`config.mk`:
```
export PLATFORM = sky130hd
export DESIGN_NAME = okm_ctrl
export DESIGN_NICKNAME = d
export VERILOG_FILES = /design/src/sv/okm_pkg.sv /design/src/sv/okm_ctrl.sv
export SDC_FILE = /design/constraint.sdc
export NUM_CORES = 1
export LEC_CHECK = 0
export ABC_AREA = 1
export BUFFER_PORTS_ARGS = -buffer_cell sky130_fd_sc_hd__buf_2
export CELL_PAD_IN_SITES_DETAIL_PLACEMENT = 2
export CELL_PAD_IN_SITES_GLOBAL_PLACEMENT = 2
export CORE_MARGIN = 2
export CORE_UTILIZATION = 29
export DETAILED_ROUTE_END_ITERATION = 6
export PLACE_DENSITY = 0.83
export SLEW_MARGIN = 15
export SYNTH_ARGS = -nofsm -noshare
export SYNTH_HDL_FRONTEND = slang
export SYNTH_SLANG_ARGS = --single-unit
```
`constraint.sdc`:
```
create_clock -name clk -period 2.5 [get_ports clk]
set_clock_uncertainty 0.05 [all_clocks]
set_input_delay 0.375 -clock clk [delete_from_list [all_inputs] [get_ports clk]]
set_output_delay 0.375 -clock clk [all_outputs]
set_load 0.01 [all_outputs]
```
`src/sv/okm_pkg.sv`:
```
package okm_pkg;
	localparam int MaxClusters = 64;
	localparam int MaxDim = 16;
	localparam int ClW = 6;
	localparam int ElW = 4;
	localparam int AddrW = ClW + ElW;
	localparam int CentDepth = MaxClusters * MaxDim;
	localparam int ValW = 16;
	localparam int CntW = 32;
	localparam int DistW = 36;
	localparam int KW = 7;
	localparam int LenW = 5;
	localparam int CfgW = 7;

	localparam logic [1:0] CMD_CENT = 2'd0;
	localparam logic [1:0] CMD_COUNT = 2'd1;
	localparam logic [1:0] CMD_SAMPLE = 2'd2;

	localparam logic CFG_CLUSTERS = 1'b0;
	localparam logic CFG_LENGTH = 1'b1;

	localparam logic [DistW-1:0] DistMax = {DistW{1'b1}};
	localparam logic [CntW-1:0] CountMax = {CntW{1'b1}};

	typedef struct packed {
		logic [1:0] cmd;
		logic [ClW-1:0] cluster_index;
		logic [ElW-1:0] element_index;
		logic signed [ValW-1:0] element_value;
		logic [CntW-1:0] count_value;
		logic last_element;
	} in_item_t;

	typedef struct packed {
		logic [ClW-1:0] winner_cluster;
		logic [CntW-1:0] winner_count;
		logic [DistW-1:0] nearest_distance;
	} out_item_t;

	// controller -> datapath
	typedef struct packed {
		logic dist_clear;   // start new distance sum
		logic dist_acc;     // accumulate read data
		logic dist_close;   // compare sum with best
		logic first_cl;     // closing cluster 0
		logic upd_rd;       // read winner centroid elem
		logic div_start;    // start divide on read data
		logic upd_wr;       // write quotient back
		logic cnt_bump;     // increment winner count
		logic res_load;     // capture result into output register
		logic [ClW-1:0] cl;
		logic [ElW-1:0] el;
	} ctl_t;

	// datapath -> controller
	typedef struct packed {
		logic div_done;
		logic [ClW-1:0] best;
	} sts_t;
endpackage

```
`src/sv/okm_ctrl.sv`:
```
module okm_ctrl (
	input logic clk,
	input logic arst_n,
	input logic start,
	input logic [okm_pkg::KW-1:0] k,
	input logic [okm_pkg::LenW-1:0] len,
	input okm_pkg::sts_t sts,
	input logic out_ready,
	output logic busy,
	output logic out_valid,
	output okm_pkg::ctl_t ctl
);
	import okm_pkg::*;
	typedef enum logic [3:0] {
		S_IDLE, S_DIST, S_DRAIN, S_CRD, S_BUMP, S_URD, S_UDIV, S_UWAIT, S_OUT
	} state_t;
	state_t state_q;
	logic [ClW-1:0] cl_q;
	logic [ElW-1:0] el_q;
	logic [1:0] drain_q;
	logic out_valid_q;
	logic res_load;
	logic [ClW-1:0] last_cl;
	logic [ElW-1:0] last_el;

	assign last_cl = ClW'(k - 7'd1);
	assign last_el = ElW'(len - 5'd1);
	assign busy = state_q != S_IDLE;
	assign out_valid = out_valid_q;
	// load the output register once the previous result has left
	assign res_load = (state_q == S_OUT) && (!out_valid_q || out_ready);

	always_comb begin
		ctl = '0;
		ctl.cl = cl_q;
		ctl.el = el_q;
		ctl.res_load = res_load;
		unique case (state_q)
			S_DIST: begin
				ctl.dist_acc = 1'b1;
				ctl.dist_clear = (el_q == '0) && (drain_q == '0);
			end
			S_DRAIN: begin
				ctl.dist_close = drain_q == 2'd3;
				ctl.first_cl = cl_q == '0;
			end
			S_CRD: ctl.cl = sts.best;
			S_BUMP: begin
				ctl.cnt_bump = 1'b1;
				ctl.cl = sts.best;
			end
			S_URD: ctl.cl = sts.best;
			S_UDIV: begin
				ctl.cl = sts.best;
				ctl.div_start = 1'b1;
			end
			S_UWAIT: begin
				ctl.cl = sts.best;
				ctl.upd_wr = sts.div_done;
			end
			default: ;
		endcase
	end

	always_ff @(posedge clk or negedge arst_n) begin
		if (!arst_n) begin
			state_q <= S_IDLE;
			cl_q <= '0;
			el_q <= '0;
			drain_q <= '0;
			out_valid_q <= 1'b0;
		end else begin
			out_valid_q <= res_load || (out_valid_q && !out_ready);
			unique case (state_q)
				S_IDLE: if (start) begin
					state_q <= S_DIST;
					cl_q <= '0;
					el_q <= '0;
					drain_q <= '0;
				end
				S_DIST: begin
					if (el_q == last_el) begin
						state_q <= S_DRAIN;
						drain_q <= 2'd1;
					end else el_q <= el_q + 1'b1;
				end
				S_DRAIN: begin
					// wait for read, square and sum stages
					drain_q <= drain_q + 2'd1;
					if (drain_q == 2'd3) begin
						drain_q <= '0;
						el_q <= '0;
						if (cl_q == last_cl) state_q <= S_CRD;
						else begin
							cl_q <= cl_q + 1'b1;
							state_q <= S_DIST;
						end
					end
				end
				// wait for the winner's count read
				S_CRD: state_q <= S_BUMP;
				S_BUMP: begin
					el_q <= '0;
					state_q <= S_URD;
				end
				S_URD: state_q <= S_UDIV;
				S_UDIV: state_q <= S_UWAIT;
				S_UWAIT: if (sts.div_done) begin
					if (el_q == last_el) state_q <= S_OUT;
					else begin
						el_q <= el_q + 1'b1;
						state_q <= S_URD;
					end
				end
				S_OUT: if (res_load) state_q <= S_IDLE;
				default: state_q <= S_IDLE;
			endcase
		end
	end
endmodule

```
## Yosys cells after proc, flatten, opt, wreduce, memory -nomap -nowiden

Index checks and enable logic that the tools add are counted.

- Flip-flop bits (word level): 17
- Input bits: 23
- Word-level logic and storage cells: 74

- Add/sub/neg operators: 5
- Equal/unequal tests: 17
- Muxes and demuxes: 27
- Reduce and logical (&&, ||, !) cells: 20

Operators with widths:

| cell | count |
|---|---|
| $mux 4 | 10 |
| $pmux 4 s9 | 1 |
| $mux 6 | 4 |
| $pmux 4 s5 | 1 |
| $eq 4x3->1 const B | 4 |
| $mux 2 | 6 |
| $ne 2x2->1 const B | 6 |
| $pmux 6 s2 | 1 |
| $eq 4x2->1 const B | 2 |
| $logic_not 4->1 | 2 |
| $reduce_and 4->1 | 2 |
| $add 6x1->6 const B | 1 |
| $eq 6x6->1 | 1 |
| $logic_not 6->1 | 1 |
| $pmux 2 s3 | 1 |
| $sub 6x1->6 const B | 1 |
| $reduce_and 5->1 | 1 |
| $reduce_bool 5->1 | 1 |
| $reduce_or 5->1 | 1 |
| $add 4x1->4 const B | 1 |
| $eq 4x1->1 const B | 1 |
| $eq 4x4->1 | 1 |
| $eq 4x4->1 const B | 1 |
| $reduce_bool 4->1 | 1 |
| 11 further kinds | 17 |

## Longest topological paths before layout

- Depth in word-level cells: 5
- Mapped depth: 14
- Mapped depth without buffers: 14

## Worst setup path before layout

OpenSTA, ideal clock, no wires.

- Path kind: reg-to-output
- Start point: reg state_q[3]
- End point: out ctl[15] (netlist bit)
- Arrival time: 1.305 ns
- Required time: 2.075 ns
- Path slack: 0.770 ns
- Stages on the path, launching flop included: 6
- Cells stage by stage: dfrtp_1 > nor2_2 > inv_2 > nor3_4 > inv_1 > nor4_1

RTL lines:

| item | line | text |
|---|---|---|
| start, declared | okm_ctrl.sv:17 | `state_t state_q;` |
| start signal, assigned | okm_ctrl.sv:67 | `state_q <= S_IDLE;` |
| start signal, assigned | okm_ctrl.sv:76 | `state_q <= S_DIST;` |
| start signal, assigned | okm_ctrl.sv:83 | `state_q <= S_DRAIN;` |
| end, declared | okm_ctrl.sv:11 | `output okm_pkg::ctl_t ctl` |

==> Flow_metrics.wiki <==
{| class="wikitable"
! Metric !! Value
|-
| Result of the run || finished, violations left
|-
| Violated checks || negative hold slack
|-
| Largest buffer count on any clock path || 2
|-
| Total detailed-routing wirelength || 5080 um
|-
| Clock slew at the register clock pins of the worst setup and hold paths || 0.08 ns
|-
| Worst hold path class || in -> async
|-
| Worst vdd rail ir drop || 0.000376 V
|-
| IO Count || 44
|-
| Worst r2r dst || cl_q[2]
|-
| Final Hold Slack || -0.0119 ns
|-
| Number of clock sinks || 17
|-
| CTS Root Cell || clkbuf_8
|-
| Inserted Clock Buffers || 3
|-
| Antenna violations before repair || 0
|-
| Post-synthesis sequential area ratio || 26.2%
|-
| Synthesized area divided by synthesized cell count || 6.28 sq um
|-
| 1st-pass router iterations || 3
|-
| Non-filler instance count after layout || 370
|-
| Post-DR wirelength/cell || 13.7 um
|-
| Minimum setup slack among reg-to-reg paths || 0.73 ns
|-
| Layout cell share with drive strength beyond 1 || 21.8%
|-
| Max-cap viol count || 0
|-
| Critical path data arrival time || 1.77 ns
|-
| Final Max Tran Viols || 0
|-
| Endpoint type of the worst setup path || primary output
|-
| Worst-path maximum fanout || 10
|-
| Count of hold buffers inserted by post-cts repair || 0
|-
| Synth Register Bits || 17
|-
| Final-report hold violation count || 17
|-
| Area enclosed by the die boundary || 0.00622 sq mm
|-
| Warnings, synthesis || 0
|-
| Die Ht || 78.9 um
|-
| Final ANT Viol Nets || 0
|-
| Setup repair after global routing missed its margin || false
|-
| Post-Synthesis Cells || 259
|-
| Die Span X || 78.9 um
|-
| DRC violation total after the first TritonRoute iteration || 38
|-
| Final setup violating endpoints || 0
|-
| Ratio of routed vias to standard cells || 4.76
|-
| Initial cell density of the core || 29.7%
|-
| Post_cts resized || 0
|-
| Path depth of the worst reg2reg path || 9
|-
| # H-tree levels || 1
|-
| Tot GR Track Use || 18.1%
|-
| Power per Cell Area || 847 mW/mm^2
|-
| Number of post-CTS setup repair buffers || 0
|-
| HPWL Detailed || 4240 um
|-
| Leak || 0.00109 uW
|-
| Core region area || 0.00547 sq mm
|-
| Distinct cell type count of the synthesized netlist || 29
|-
| Reg2reg start || state_q[0]
|-
| First-pass GRT wire length || 8960 um
|-
| Layout Area Growth over Synthesis || 18.9%
|-
| Max Clock Freq || 456 MHz
|-
| Final layout net count || 330
|-
| Nature of the critical path startpoint || flop
|-
| CTS tree || yes
|-
| Synthesized netlist net count || 290
|-
| Via count || 1760
|-
| Shortest period the worst path allows || 2.19 ns
|-
| Maximum number of pins on one net before global-route repair || 18
|-
| Global placement routability congestion || 0.814
|-
| N_diodes || 0
|-
| IO Port Bufs || 40
|-
| Total Negative Setup Slacks || 0 ns
|-
| Via count of the first global-routing pass || 1953
|-
| Total number of placement rows || 27
|-
| Cells after DPL || 366
|-
| Global route overflow || 0
|-
| Later-pin clock latency in the skew report || 0.27 ns
|-
| CP required || 2.08 ns
|-
| Share of the clock period used by the worst path after layout || 87.6%
|-
| Critical path type || reg -> out
|-
| Cell Area, Synth || 0.00163 sq mm
|-
| Number of design rule violations left after detail routing || 0
|}
## flip-flops by register name, summed over array words and instances (netlist names)
register	flops
drain_q	2
state_q	4
el_q	4
out_valid	1
cl_q	6
## worst max-delay path, cell delays in order (launching register included)
cell and delay, ns:
dfrtp_1 0.56, nand2_2 0.19, a21oi_1 0.25, buf_4 0.21
nand2_1 0.06, o21ai_0 0.07, buf_2 0.16
## how the worst max path moves through the flow
stage	start	cells after the start	slack (ns)	to
2_1_floorplan	state_q[3]	5	0.77	ctl[15]
3_3_place_gp	state_q[0]	4	0.63	ctl[9]
3_5_place_dp	len[0]	12	0.53	state_q[2]
4_1_cts	state_q[0]	6	0.29	ctl[7]
5_1_grt	state_q[0]	6	0.11	ctl[6]
6_report	state_q[0]	6	0.31	ctl[5]
## cell families after synthesis
| family | Yosys count | share of synthesized area, % |
|---|---|---|
| AND/OR/NAND/NOR | 149 | 41.3 |
| buffers and inverters | 51 | 12.9 |
| AO/OA/AOI/OAI | 21 | 6.62 |
| flip-flops | 17 | 26.2 |
| XOR/XNOR | 11 | 5.93 |
| adder cells (fa/ha/maj) | 8 | 6.16 |
| other | 1 | 0.231 |
| multiplexers | 1 | 0.693 |
## power breakdown
group	leakage [uW]	total, uW	switching [uW]	internal (uW)
clock network	0.0000255	229	117	111
logic	0.000835	969	632	338
registers	0.000231	439	102	337
total	0.00109	1640	851	786
## synth_stat cells
cell type	number	area share [%]
nand3b_1	2	0.92
inv_1	39	9.0
nor3_4	2	2.0
nor4_1	1	0.39
a21oi_1	4	1.2
nor2_2	4	1.5
o21a_1	1	0.46
buf_6	1	0.69
nor3_1	5	1.5
nand2_2	5	1.9
o21ai_0	11	3.4
conb_1	1	0.23
o21ai_1	5	1.5
dfrtp_1	17	26
inv_2	5	1.2
xor2_1	8	4.3
nand3_1	21	6.5
nor2_4	1	0.69
nor2_1	16	3.7
mux2_2	1	0.69
ha_1	8	6.2
buf_2	3	0.92
clkbuf_1	1	0.23
nand4_1	3	1.2
nor3b_1	1	0.46
or2_2	1	0.39
xnor2_1	3	1.6
nand2_1	87	20
buf_4	2	0.92
## layer usage
metal	part of all wire, %	wire length (um)	vias to the layer above	GRT usage [%]
li1	-	-	873	-
met1	43	2200	852	21.0
met2	53	2680	30	35.0
met3	2.7	135	5	1.36
met4	1.3	64	0	5.52
met5	0	0	-	0
## through the flow
step / hold WS [ns] / area (sq um) / util [%] / power (uW) / setup slack (ns)
floorplan: 0.0294 / 1630 / - / 1110 / 0.770
global placement: 0.289 / 1890 / 34.5 / 1390 / 0.627
detailed placement: 0.297 / 1890 / 34.5 / 1440 / 0.533
CTS: 0.00346 / 1930 / 35.3 / 1680 / 0.286
global route: 0.0132 / 1930 / 35.3 / 1830 / 0.115
finish: -0.0119 / 1930 / 35.3 / 1640 / 0.309
## cells in the final DEF, fill, tap and decap left out, drive strengths merged
| cell | n |
|---|---|
| mux2 | 1 |
| a21oi | 4 |
| nor2 | 21 |
| nor4 | 1 |
| nand4 | 3 |
| xor2 | 8 |
| clkinv | 1 |
| conb | 1 |
| inv | 44 |
| nor3b | 1 |
| nor3 | 7 |
| nand3b | 2 |
| o21a | 1 |
| ha | 8 |
| or2 | 1 |
| buf | 42 |
| dfrtp | 17 |
| nand2 | 92 |
| clkbuf | 3 |
| o21ai | 16 |
| nand3 | 21 |
| xnor2 | 3 |
## layout make-up
class | instances | area (sq um)
clock inverter | 1 | 5.00
fill | 727 | 3540
sequential | 17 | 425
timing repair buffer | 42 | 215
multi-input combinational | 191 | 990
inverter | 44 | 165
clock buffer | 3 | 41.3
tap | 72 | 90.1
No activity file was read; power rests on OpenSTA's default activity.
